### src/rtl/fm_synth_register_shadow_writer_defines.svh
// Assertion helpers for the shadow writer.
// Each macro expects signals named clk and rst in the scope where it is used.
`ifndef FM_SYNTH_REGISTER_SHADOW_WRITER_DEFINES_SVH
`define FM_SYNTH_REGISTER_SHADOW_WRITER_DEFINES_SVH

// Check a consequence in the same cycle as the antecedent
`define FSRW_ASSERT_NOW(label, ante, cons, msg) \
  label: assert property (@(posedge clk) disable iff (rst) (ante) |-> (cons)) \
    else $error(msg);

// Check a consequence in the cycle after the antecedent
`define FSRW_ASSERT_NEXT(label, ante, cons, msg) \
  label: assert property (@(posedge clk) disable iff (rst) (ante) |=> (cons)) \
    else $error(msg);

`endif

### src/rtl/fsrw_pkg.sv
package fsrw_pkg;

  // Sizes
  localparam int NUM_CHANNELS_DEF = 9;
  localparam int SHADOW_DEPTH     = 256;
  localparam int BYTE_W           = 8;
  localparam int ADDR_W           = 8;
  localparam int CHAN_W           = 4;
  localparam int CLK_W            = 20;
  localparam int MHZ_W            = 24;
  localparam int BLOCK_W          = 3;
  localparam int FNUM_W           = 10;
  localparam int MAX_SHIFT        = 20;
  localparam int SHIFT_W          = 5;
  localparam int WIDE_W           = MHZ_W + MAX_SHIFT;
  localparam int NUM_W            = 37;
  localparam int DVD_W            = NUM_W + 1;
  localparam int DEN_W            = 30;
  localparam int DIV_W            = DEN_W + 1;
  localparam int DIV_STEPS        = DVD_W;
  localparam int OVF_STEPS        = DVD_W - FNUM_W;
  localparam int CNT_W            = 6;

  // Constants
  localparam logic [CLK_W-1:0]  CLOCK_RESET  = 20'd49716;
  localparam logic [DEN_W-1:0]  DEN_SCALE    = 30'd1000;
  localparam logic [MHZ_W-1:0]  FREQ_MAX     = 24'd6208431;
  localparam logic [FNUM_W-1:0] FNUM_MAX     = 10'd1023;
  localparam logic [BYTE_W-1:0] KEY_BIT      = 8'h20;
  localparam logic [ADDR_W-1:0] FNUM_LO_BASE = 8'ha0;
  localparam logic [ADDR_W-1:0] FNUM_HI_BASE = 8'hb0;

  // Command codes
  localparam logic [1:0] ACT_MASKED_WRITE = 2'd0;
  localparam logic [1:0] ACT_SET_FREQ     = 2'd1;
  localparam logic [1:0] ACT_KEY_ON       = 2'd2;
  localparam logic [1:0] ACT_KEY_OFF      = 2'd3;

  // Kinds of chip write
  localparam logic [1:0] EMIT_MASK   = 2'd0;
  localparam logic [1:0] EMIT_KEYOFF = 2'd1;
  localparam logic [1:0] EMIT_LO     = 2'd2;
  localparam logic [1:0] EMIT_HI     = 2'd3;

  typedef struct packed {
    logic [1:0]        action;
    logic [ADDR_W-1:0] reg_addr;
    logic [BYTE_W-1:0] write_value;
    logic [BYTE_W-1:0] write_mask;
    logic [CHAN_W-1:0] channel;
    logic [MHZ_W-1:0]  freq_millihertz;
  } cmd_t;

  typedef struct packed {
    logic [ADDR_W-1:0] out_addr;
    logic [BYTE_W-1:0] out_data;
    logic              last_write;
  } result_t;

  typedef struct packed {
    logic       cmd_load;
    logic       rd_issue;
    logic       rd_capture;
    logic       div_init;
    logic       div_step;
    logic       emit;
    logic [1:0] emit_sel;
  } ctrl_cmd_t;

  typedef struct packed {
    logic [1:0] action;
    logic       ch_ok;
    logic       div_last;
  } ctrl_status_t;

  // Octave: count of thresholds the frequency exceeds
  function automatic logic [BLOCK_W-1:0] block_of(input logic [MHZ_W-1:0] mhz);
    logic [BLOCK_W-1:0] b;
    b = '0;
    if (mhz > 24'd48503)   b = 3'd1;
    if (mhz > 24'd97006)   b = 3'd2;
    if (mhz > 24'd194013)  b = 3'd3;
    if (mhz > 24'd388026)  b = 3'd4;
    if (mhz > 24'd776053)  b = 3'd5;
    if (mhz > 24'd1552107) b = 3'd6;
    if (mhz > 24'd3104215) b = 3'd7;
    return b;
  endfunction

endpackage

### src/rtl/fsrw_ram.sv
module fsrw_ram #(
  parameter int WIDTH = 8,
  parameter int DEPTH = 256
) (
  input  logic                     clk,
  input  logic                     wr_en,
  input  logic [$clog2(DEPTH)-1:0] wr_addr,
  input  logic [WIDTH-1:0]         wr_data,
  input  logic                     rd_en,
  input  logic [$clog2(DEPTH)-1:0] rd_addr,
  output logic [WIDTH-1:0]         rd_data
);

  logic [WIDTH-1:0] mem [DEPTH];

  // Write port
  always_ff @(posedge clk) begin
    if (wr_en) begin
      mem[wr_addr] <= wr_data;
    end
  end

  // Registered read port
  always_ff @(posedge clk) begin
    if (rd_en) begin
      rd_data <= mem[rd_addr];
    end
  end

endmodule

### src/rtl/fsrw_ctrl.sv
module fsrw_ctrl
  import fsrw_pkg::*;
(
  input  logic         clk,
  input  logic         rst,
  input  logic         start,
  input  ctrl_status_t status,
  output ctrl_cmd_t    ctl,
  output logic         busy
);

  localparam logic [2:0] S_IDLE   = 3'd0;
  localparam logic [2:0] S_ADDR   = 3'd1;
  localparam logic [2:0] S_FETCH  = 3'd2;
  localparam logic [2:0] S_MASK   = 3'd3;
  localparam logic [2:0] S_KEYOFF = 3'd4;
  localparam logic [2:0] S_DIV    = 3'd5;
  localparam logic [2:0] S_LO     = 3'd6;
  localparam logic [2:0] S_HI     = 3'd7;

  logic [2:0] state;
  logic [2:0] state_next;

  always_ff @(posedge clk) begin
    if (rst) begin
      state <= S_IDLE;
    end else begin
      state <= state_next;
    end
  end

  assign busy = (state != S_IDLE);

  // Sequence one command through read, divide and write steps
  always_comb begin
    state_next = state;
    ctl        = '0;
    unique case (state)
      S_IDLE: begin
        if (start) begin
          ctl.cmd_load = 1'b1;
          state_next   = S_ADDR;
        end
      end
      S_ADDR: begin
        if (status.action != ACT_MASKED_WRITE && !status.ch_ok) begin
          // drop commands for channels that do not exist
          state_next = S_IDLE;
        end else begin
          ctl.rd_issue = 1'b1;
          ctl.div_init = 1'b1;
          state_next   = S_FETCH;
        end
      end
      S_FETCH: begin
        ctl.rd_capture = 1'b1;
        unique case (status.action) inside
          ACT_MASKED_WRITE:         state_next = S_MASK;
          ACT_KEY_OFF:              state_next = S_KEYOFF;
          ACT_SET_FREQ, ACT_KEY_ON: state_next = S_DIV;
          default:                  state_next = S_IDLE;
        endcase
      end
      S_MASK: begin
        ctl.emit     = 1'b1;
        ctl.emit_sel = EMIT_MASK;
        state_next   = S_IDLE;
      end
      S_KEYOFF: begin
        ctl.emit     = 1'b1;
        ctl.emit_sel = EMIT_KEYOFF;
        state_next   = S_IDLE;
      end
      S_DIV: begin
        ctl.div_step = 1'b1;
        if (status.div_last) begin
          state_next = S_LO;
        end
      end
      S_LO: begin
        ctl.emit     = 1'b1;
        ctl.emit_sel = EMIT_LO;
        state_next   = S_HI;
      end
      S_HI: begin
        ctl.emit     = 1'b1;
        ctl.emit_sel = EMIT_HI;
        state_next   = S_IDLE;
      end
      default: begin
        state_next = S_IDLE;
      end
    endcase
  end

endmodule

### src/rtl/fsrw_dp.sv
module fsrw_dp
  import fsrw_pkg::*;
#(
  parameter int NUM_CHANNELS = NUM_CHANNELS_DEF
) (
  input  logic             clk,
  input  logic             rst,
  input  cmd_t             cmd,
  input  logic             cfg_wr,
  input  logic [CLK_W-1:0] cfg_data,
  input  ctrl_cmd_t        ctl,
  output ctrl_status_t     status,
  output logic             result_valid,
  output result_t          result
);

  // Command and conversion operands
  cmd_t               cmd_q;
  logic [BLOCK_W-1:0] block_q;
  logic [NUM_W-1:0]   num_q;
  logic [DEN_W-1:0]   den_q;
  logic               f_zero;
  logic               f_high;
  logic               f_clkzero;
  logic [CLK_W-1:0]   chip_clock_hz;

  // Divider
  logic [DVD_W-1:0]   dvd;
  logic [DIV_W-1:0]   rem;
  logic [FNUM_W-1:0]  quo;
  logic               ovf;
  logic [CNT_W-1:0]   cnt;
  logic [DIV_W-1:0]   divisor;
  logic [DIV_W:0]     rem_sh;
  logic               qbit;

  // Shadow access
  logic [SHADOW_DEPTH-1:0] shadow_valid;
  logic                    rd_valid;
  logic [BYTE_W-1:0]       ram_rdata;
  logic [BYTE_W-1:0]       old_byte;
  logic [ADDR_W-1:0]       rd_addr;
  logic [ADDR_W-1:0]       lo_addr;
  logic [ADDR_W-1:0]       hi_addr;
  logic [CHAN_W-1:0]       ch_off;
  logic [ADDR_W-1:0]       wr_addr;
  logic [BYTE_W-1:0]       wr_data;
  logic                    wr_last;
  logic [FNUM_W-1:0]       fnum;
  logic [BLOCK_W-1:0]      in_block;
  logic [WIDE_W-1:0]       num_wide;

  // Configuration register
  always_ff @(posedge clk) begin
    if (rst) begin
      chip_clock_hz <= CLOCK_RESET;
    end else if (cfg_wr) begin
      chip_clock_hz <= cfg_data;
    end
  end

  // Octave and scaled numerator of the incoming command
  assign in_block = block_of(cmd.freq_millihertz);
  assign num_wide = WIDE_W'(cmd.freq_millihertz)
                    << (SHIFT_W'(MAX_SHIFT) - SHIFT_W'(in_block));

  // Capture the transaction
  always_ff @(posedge clk) begin
    if (ctl.cmd_load) begin
      cmd_q     <= cmd;
      block_q   <= in_block;
      num_q     <= num_wide[NUM_W-1:0];
      den_q     <= DEN_W'(chip_clock_hz) * DEN_SCALE;
      f_zero    <= (cmd.freq_millihertz == '0);
      f_high    <= (cmd.freq_millihertz > FREQ_MAX);
      f_clkzero <= (chip_clock_hz == '0);
    end
  end

  // Channel decode
  assign ch_off  = cmd_q.channel - 1'b1;
  assign lo_addr = FNUM_LO_BASE + ADDR_W'(ch_off);
  assign hi_addr = FNUM_HI_BASE + ADDR_W'(ch_off);
  assign rd_addr = (cmd_q.action == ACT_MASKED_WRITE) ? cmd_q.reg_addr : hi_addr;

  assign status.action   = cmd_q.action;
  assign status.ch_ok    = (cmd_q.channel != '0) &&
                           (cmd_q.channel <= CHAN_W'(NUM_CHANNELS));
  assign status.div_last = (cnt == CNT_W'(DIV_STEPS - 1));

  // Restoring division, one quotient bit per cycle
  assign divisor = {den_q, 1'b0};
  assign rem_sh  = {rem, dvd[DVD_W-1]};
  assign qbit    = (rem_sh >= {1'b0, divisor});

  always_ff @(posedge clk) begin
    if (ctl.div_init) begin
      dvd <= {num_q, 1'b0} + DVD_W'(den_q);
      rem <= '0;
      quo <= '0;
      ovf <= 1'b0;
      cnt <= '0;
    end else if (ctl.div_step) begin
      dvd <= {dvd[DVD_W-2:0], 1'b0};
      rem <= qbit ? DIV_W'(rem_sh - {1'b0, divisor}) : rem_sh[DIV_W-1:0];
      quo <= {quo[FNUM_W-2:0], qbit};
      // any quotient bit above the fnum range saturates
      ovf <= ovf | (qbit && (cnt < CNT_W'(OVF_STEPS)));
      cnt <= cnt + 1'b1;
    end
  end

  always_comb begin
    if (f_zero) begin
      fnum = '0;
    end else if (f_high || f_clkzero || ovf) begin
      fnum = FNUM_MAX;
    end else begin
      fnum = quo;
    end
  end

  // Shadow memory; never-written entries read as zero
  fsrw_ram #(
    .WIDTH(BYTE_W),
    .DEPTH(SHADOW_DEPTH)
  ) u_shadow (
    .clk    (clk),
    .wr_en  (ctl.emit),
    .wr_addr(wr_addr),
    .wr_data(wr_data),
    .rd_en  (ctl.rd_issue),
    .rd_addr(rd_addr),
    .rd_data(ram_rdata)
  );

  always_ff @(posedge clk) begin
    if (rst) begin
      shadow_valid <= '0;
    end else if (ctl.emit) begin
      shadow_valid[wr_addr] <= 1'b1;
    end
  end

  always_ff @(posedge clk) begin
    if (ctl.rd_issue) begin
      rd_valid <= shadow_valid[rd_addr];
    end
    if (ctl.rd_capture) begin
      old_byte <= rd_valid ? ram_rdata : '0;
    end
  end

  // Build the chip write
  always_comb begin
    case (ctl.emit_sel)
      EMIT_MASK: begin
        wr_addr = cmd_q.reg_addr;
        wr_data = (cmd_q.write_mask == '0) ? cmd_q.write_value :
                  ((old_byte & ~cmd_q.write_mask) |
                   (cmd_q.write_value & cmd_q.write_mask));
        wr_last = 1'b1;
      end
      EMIT_KEYOFF: begin
        wr_addr = hi_addr;
        wr_data = old_byte & ~KEY_BIT;
        wr_last = 1'b1;
      end
      EMIT_LO: begin
        wr_addr = lo_addr;
        wr_data = fnum[BYTE_W-1:0];
        wr_last = 1'b0;
      end
      default: begin
        wr_addr = hi_addr;
        wr_data = (old_byte & KEY_BIT)
                | ((cmd_q.action == ACT_KEY_ON) ? KEY_BIT : '0)
                | {3'b000, block_q, fnum[FNUM_W-1:BYTE_W]};
        wr_last = 1'b1;
      end
    endcase
  end

  // Output register; each write is flagged by result_valid for a single cycle
  always_ff @(posedge clk) begin
    if (rst) begin
      result_valid <= 1'b0;
    end else begin
      result_valid <= ctl.emit;
    end
  end

  always_ff @(posedge clk) begin
    if (ctl.emit) begin
      result.out_addr   <= wr_addr;
      result.out_data   <= wr_data;
      result.last_write <= wr_last;
    end
  end

endmodule

### src/rtl/fm_synth_register_shadow_writer.sv
// FM-synth register shadow writer.
// Commands enter on cmd and are taken at a clock edge where start is high
// and busy is low. Each chip register write comes out on result for exactly
// one cycle with result_valid high; the receiver has no way to hold it off.
// A masked write or a key-off gives one write, registered after the
// address, fetch and mask or key-off states; the block is idle again
// as that write comes out. Set-frequency and key-on give two writes,
// fnum low byte then block/key byte, from the low and high write states
// after the divide state; the restoring divider producing fnum takes one
// quotient bit per cycle. A set-frequency, key-on or key-off command for
// a channel outside 1..NUM_CHANNELS gives no write.
// chip_clock_hz is written on the cfg channel while the block is idle.
// Reset sets chip_clock_hz to 49716 and makes every shadow entry read as
// zero at once through per-entry valid bits; there is no clearing pass.
`include "fm_synth_register_shadow_writer_defines.svh"

module fm_synth_register_shadow_writer
  import fsrw_pkg::*;
#(
  parameter int NUM_CHANNELS = NUM_CHANNELS_DEF
) (
  input  logic             clk,
  input  logic             rst,
  input  logic             start,
  output logic             busy,
  input  cmd_t             cmd,
  output logic             result_valid,
  output result_t          result,
  input  logic             cfg_valid,
  output logic             cfg_ready,
  input  logic [CLK_W-1:0] cfg_data
);

  ctrl_cmd_t    ctl;
  ctrl_status_t status;

  assign cfg_ready = ~busy;

  fsrw_ctrl u_ctrl (
    .clk   (clk),
    .rst   (rst),
    .start (start),
    .status(status),
    .ctl   (ctl),
    .busy  (busy)
  );

  fsrw_dp #(
    .NUM_CHANNELS(NUM_CHANNELS)
  ) u_dp (
    .clk         (clk),
    .rst         (rst),
    .cmd         (cmd),
    .cfg_wr      (cfg_valid & cfg_ready),
    .cfg_data    (cfg_data),
    .ctl         (ctl),
    .status      (status),
    .result_valid(result_valid),
    .result      (result)
  );

  // A frequency transaction's low byte is always followed by its final write
  `FSRW_ASSERT_NEXT(a_lo_then_hi, result_valid && !result.last_write, result_valid && result.last_write, "fnum low write not followed by final write")
  // The final write of a transaction appears once the controller is idle
  `FSRW_ASSERT_NOW(a_last_idle, result_valid && result.last_write, !busy, "final write seen while busy")
  // An accepted transaction keeps the block busy on the next cycle
  `FSRW_ASSERT_NEXT(a_accept_busy, start && !busy, busy && !result_valid, "accepted transaction did not raise busy")

endmodule

### config.mk
export PLATFORM = sky130hd
export DESIGN_NAME = fm_synth_register_shadow_writer
export DESIGN_NICKNAME = d
export VERILOG_FILES = /design/src/rtl/fsrw_pkg.sv /design/src/rtl/fsrw_ram.sv /design/src/rtl/fsrw_ctrl.sv /design/src/rtl/fsrw_dp.sv /design/src/rtl/fm_synth_register_shadow_writer.sv
export VERILOG_INCLUDE_DIRS = /design/src /design/src/rtl
export SDC_FILE = /design/constraint.sdc
export NUM_CORES = 2
export LEC_CHECK = 0
export BUFFER_PORTS_ARGS = -buffer_cell sky130_fd_sc_hd__buf_2
export CAP_MARGIN = 10
export CELL_PAD_IN_SITES_DETAIL_PLACEMENT = 0
export CELL_PAD_IN_SITES_GLOBAL_PLACEMENT = 1
export CORE_MARGIN = 3
export CORE_UTILIZATION = 50
export CTS_CLUSTER_DIAMETER = 150
export DETAILED_ROUTE_END_ITERATION = 6
export HOLD_SLACK_MARGIN = 0.03
export PLACE_DENSITY = 0.84
export SLEW_MARGIN = 0
export SYNTH_ARGS = -nofsm -noshare
export SYNTH_HDL_FRONTEND = slang
export SYNTH_HIERARCHICAL = 1
export SYNTH_SLANG_ARGS = --single-unit
### constraint.sdc
create_clock -name clk -period 16.3 [get_ports clk]
set_clock_uncertainty 0.1 [all_clocks]
set_input_delay 1.63 -clock clk [delete_from_list [all_inputs] [get_ports clk]]
set_output_delay 1.63 -clock clk [all_outputs]
set_load 0.05 [all_outputs]
== Word level (Yosys, flattened, before mapping) ==
Memory sizes are Yosys's and may differ from the RTL's. A register that Yosys moved wholly into a read port is not among the register bits.
Index checks and enable logic that the tools add are counted.
W data, S select, Z words.
Word-level totals
  register bits: 492
  bits in writable memories: 2048
  input bits: 78
  word-level logic and storage cells: 130
  memories: 1
Cells by class
  add/sub/neg operators: 7
  $mul: 1
  $lt $le $gt $ge: 14
  eq/ne operators: 15
  shift operators: 1
  muxes and demuxes: 36
  bitwise logic cells: 10
  reductions and logical operators: 20
Memory list
  u_dp.u_shadow.mem: depth 256, bits a word 8, rd ports 1, clocked after memory_dff 1, write ports 1, line fsrw_ram.sv:14  | logic [WIDTH-1:0] mem [DEPTH];
Operators by type and width (number)
  $or A256 B256 Y256: 1
  $mux W38: 2
  $add A38 B30 Y38: 1
  $shl A24 B5 Y37: 1
  $ge A32 B31 Y1: 1
  $mux W31: 1
  $sub A31 B31 Y31: 1
  $mul A20 B7 Y27 const B: 1
  $gt A24 B16 Y1 const B: 1
  $gt A24 B17 Y1 const B: 1
  $gt A24 B18 Y1 const B: 1
  $gt A24 B19 Y1 const B: 1
  $gt A24 B20 Y1 const B: 1
  $gt A24 B21 Y1 const B: 1
  $gt A24 B22 Y1 const B: 1
  $gt A24 B23 Y1 const B: 1
  $logic_not A24 Y1: 1
  $pmux W8 S3: 1
  $logic_not A20 Y1: 1
  $mux W10: 2
  $lt A8 B9 Y1 const B: 2
  $mux W3: 6
  $pmux W3 S6: 1
  $add A8 B4 Y8 const A: 2
  42 further kinds: 71

== Depth between registers and ports, before layout ==
  depth in word-level cells: 10
  gate-level depth with buffers: 21
  depth with buffers taken out: 19

== By module ==
Netlist, hierarchy kept.
By module, submodules not included
  fsrw_ram: times used 1, cells an instance 3733, area an instance 79636.4 µm², sequential area each 61739.2 µm²
  fsrw_dp: times used 1, cells an instance 2812, area an instance 27373.8 µm², sequential area each 11400.9 µm²
  fsrw_ctrl: times used 1, cells an instance 30, area an instance 246.5 µm², sequential area each 60.1 µm²
  fm_synth_register_shadow_writer: times used 1, cells an instance 2, area an instance 10.0 µm², sequential area each 0.0 µm²

== Worst setup path after synthesis ==
No wires, ideal clock.
  kind: reg2reg
  start point: register u_dp/cmd_q[28] (netlist bit)
  end point: register, netlist name u_dp/result[7]
  arrival: 11416 ps
  path slack: 2589 ps
  stages on the path, launching flop included: 6
  buffers on the path: 0
  clock period less this slack: 13711 ps
  path through: edfxtp_1 nor4_1 a21oi_1 nor2_1 mux2i_1 o21ai_0
On the way
  word-level cells in the longest chain between the ends: 3
RTL lines
  start, declared: line fsrw_dp.sv:18  | cmd_t cmd_q;
  start signal, assigned: line fsrw_dp.sv:70  | cmd_q <= cmd;
  $logic_not A8 Y1: line fsrw_dp.sv:159  | wr_data = (cmd_q.write_mask == '0) ? cmd_q.write_value :
  $mux W8: line fsrw_dp.sv:159
  $pmux W8 S3: line fsrw_dp.sv:156  | case (ctl.emit_sel)
  named net u_dp.wr_data[6]: line fsrw_dp.sv:47  | logic [BYTE_W-1:0] wr_data;
The timed path passes the listed nets, and every way through them passes these cells.
A chain may end at the register's enable or synchronous reset.

== Worst setup path after layout ==
  start point: register u_dp.cmd_q, in the netlist u_dp/status[3]
  end point: register u_dp.u_shadow.rd_data[3], read port of u_dp.u_shadow.mem (data pin)
On the way
  word-level cells in the longest chain between the ends: 4
RTL lines
  $reduce_bool A2 Y1: line fsrw_ctrl.sv:46  | if (status.action != ACT_MASKED_WRITE && !status.ch_ok) begin
  $logic_and A1 B1 Y1: line fsrw_ctrl.sv:46
  $mux W1: line fsrw_ctrl.sv:46
  $mux W1: line fsrw_ctrl.sv:38  | unique case (state)
  end, declared: line fsrw_ram.sv:11  | output logic [WIDTH-1:0] rd_data
Parallel ways exist; a longest one is shown, timed or not.

==> impl_metrics.csv <==
group,metric,value,unit
status,status,"complete, no violations",
drt,vias_per_cell,6.33,
worst_setup_path,worstSetupPathType,"flip-flop to flip-flop",
final_layout,drive_gt1_frac,0.180,
logic_synthesis,ys_warn_count,6,
global_routing,grt_first_pass_wirelength,395000,µm
clock_tree,htree_levels,4,
floorplanning,die_x,469,µm
clock_tree,post_cts_buffers,0,
global_routing,overflow,0,
worst_setup_path,reg2reg_slack,9520,ps
clock_tree,tritoncts,"yes",
drt,drc_errors,0,
global_routing,grt_start_max_net_pins,215,
final_layout,final_cell_mix,"2219 x edfxtp_1, 733 x nor2_1, 541 x mux4_2",
placement,place_area,110000,µm²
floorplanning,initial_core_util,0.504,
sta,final.setup.worst_slack,9520,ps
worst_setup_path,worst-path-max-fanout,108,
power,p_leak,38.9,nW
final_layout,final_common_cell,"edfxtp_1",
worst_setup_path,worstSetupEndpointType,"flip-flop",
global_routing,grt_use_total,0.241,
logic_synthesis,syn_area,107000,µm²
final_layout,synthToLayoutAreaGrowth,10.4,%
clock_tree,cts_buffers,240,
final_layout,final_cells,9658,
worst_setup_path,r2r_cells,12,
drt,wire_per_inst,27.7,µm
final_layout,fill_cells,16095,
floorplanning,dieHeight,469,µm
final_layout,fin_nets,6910,
drt,drtPass1Iterations,6,
sta,rsz0062_at_grt,"no",
floorplanning,top_level_ports,98,
placement,dp_hpwl,163000,µm
sta,timing.fmax,147,MHz
placement,dp_worst_setup_slack,9170,ps
power,irDropWorstVdd,0.000109,V
worst_setup_path,cp_data_arrival_time,7300,ps
worst_setup_path,crit_end,"u_dp/u_shadow/rd_data[3]",
sta,relSlewSlack,0.134,
clock_tree,holdBufCountCts,0,
final_layout,final_util,0.557,
run,cap_violations,0,
placement,place.gp.congestion,0.875,
logic_synthesis,synth_cells,6577,
sta,hold_violations,0,
clock_tree,clkLatencyLatePin,890,ps
clock_tree,clk_path_buf_depth,3,
logic_synthesis,synth-seq-cells,2547,
worst_setup_path,worst_ep_required_time,16820,ps
worst_setup_path,start_kind,"flip-flop",
clock_tree,path_clk_slew,60,ps
logic_synthesis,syn_nets,6859,
drt,vias,61107,
clock_tree,cts_root_buf,"clkbuf_16",
final_layout,fin_area,118000,µm²
floorplanning,core,213000,µm²
sta,drv_slew,0,
logic_synthesis,ys_seq_area_frac,0.682,
logic_synthesis,synthArstFlopShare,0,
sta,min_period_over_period,0.416,
worst_setup_path,r2r_end,"u_dp/u_shadow/rd_data[3]",
clock_tree,cts_sinks,2547,
sta,whs,348,ps
global_routing,grt_pass1_vias,60082,
global_routing,antenna_found_initial,6,
sta,finalCriticalPeriod,6780,ps
drt,wirelength,267000,µm
floorplanning,rows,169,
power,power,15.0,mW
final_layout,multi_input_area,31500,µm²
logic_synthesis,synth-edff-count,2219,
logic_synthesis,yosysUniqueCellTypes,100,
min_path,hold_class,"flip-flop to flip-flop",
worst_setup_path,crit_start,"u_dp/status[3]",
sta,worst_pin_slew,1290,ps
placement,dp.cells,9207,
worst_setup_path,r2r-start,"u_dp/status[3]",
logic_synthesis,synth_ff_type,"edfxtp_1",
final_layout,seqCellArea,73200,µm²
power,power_density,127,nW/µm²
placement,io_buffers,97,
min_path,worstHoldStart,"u_dp/num_q[0]",
sta,setup_viol,0,
logic_synthesis,synth_area_per_cell,16.3,µm²
floorplanning,die_area,220000,µm²
sta,tns,0,ps
drt,drt_iter0_drc,7790,
drt,ant_nets,0,
clock_tree,cts_resized,0,
## logic make-up after synthesis
family / share of synthesized area
compound gates: 0.0626
flops: 0.682
xor+xnor: 0.00637
buf+inv: 0.0262
simple gates: 0.0548
mux: 0.139
fa+ha+maj: 0.0288
## routing by layer
metal	share of wire	routed length (µm)	vias to the layer above	global-route usage
li1	-	-	25895	-
met1	0.39	104000	31371	0.336
met2	0.47	125000	3288	0.373
met3	0.10	27100	545	0.0526
met4	0.042	11200	8	0.0939
met5	0.00019	51	-	0
## cell usage after synthesis, types with 53 or more instances
cell type / instances / area, µm²
a22oi_1: 139 / 1040
a21oi_1: 471 / 2360
o22ai_1: 53 / 332
clkbuf_1: 252 / 946
o221ai_1: 53 / 464
ha_1: 132 / 1650
edfxtp_1: 2219 / 66600
dfxtp_1: 328 / 6570
nand3_1: 72 / 360
nand2_1: 183 / 687
o21ai_0: 66 / 330
inv_1: 177 / 664
mux2i_1: 220 / 2200
fa_1: 72 / 1440
mux4_2: 541 / 12200
nor2_1: 737 / 2770
## registers in the layout, summed over array words and instances (netlist names), 10 cells and up
signal              flops
u_dp/u_shadow/mem    2048
u_dp/shadow_valid     256
u_dp/dvd               37
u_dp/num_q             37
u_dp/rem               31
u_dp/cmd_q             28
u_dp/den_q             27
u_dp/chip_clock_hz     20
u_dp/result            17
u_dp/quo               10
## worst max-delay path, stage by stage, from the launching register on
cell,delay [ps]
edfxtp_1,450
or2_2,470
a21oi_4,220
buf_12,550
buf_4,740
buf_12,610
buf_4,740
mux4_2,600
a22o_1,260
a221oi_1,400
o221ai_1,220
a211oi_1,700
nor4_1,80
## power breakdown
| group | leakage (nW) | switching [mW] | internal (mW) |
|---|---|---|---|
| Combinational | 12.4 | 1.27 | 0.854 |
| Sequential | 22.7 | 0.0697 | 7.22 |
| Clock | 3.91 | 2.43 | 3.19 |
## final cells by class
cell class / count / area share
diodes: 1 / 0.0000211
clock buffers: 284 / 0.0529
clock inverters: 166 / 0.0147
inverters: 183 / 0.00586
multi-input cells: 3447 / 0.266
flip-flops and latches: 2547 / 0.618
well taps: 2821 / 0.0298
repair buffers: 209 / 0.0123
## how the worst min path moves through the flow
stage,end,depth (start not counted)
after floorplan,u_dp/shadow_valid[102],2
after global placement,u_dp/shadow_valid[215],2
after detailed placement,u_dp/shadow_valid[74],2
after CTS,u_dp/dvd[1],1
after global routing,u_dp/dvd[1],1
final,u_dp/dvd[1],1
Power figures use the tool's default switching activity.
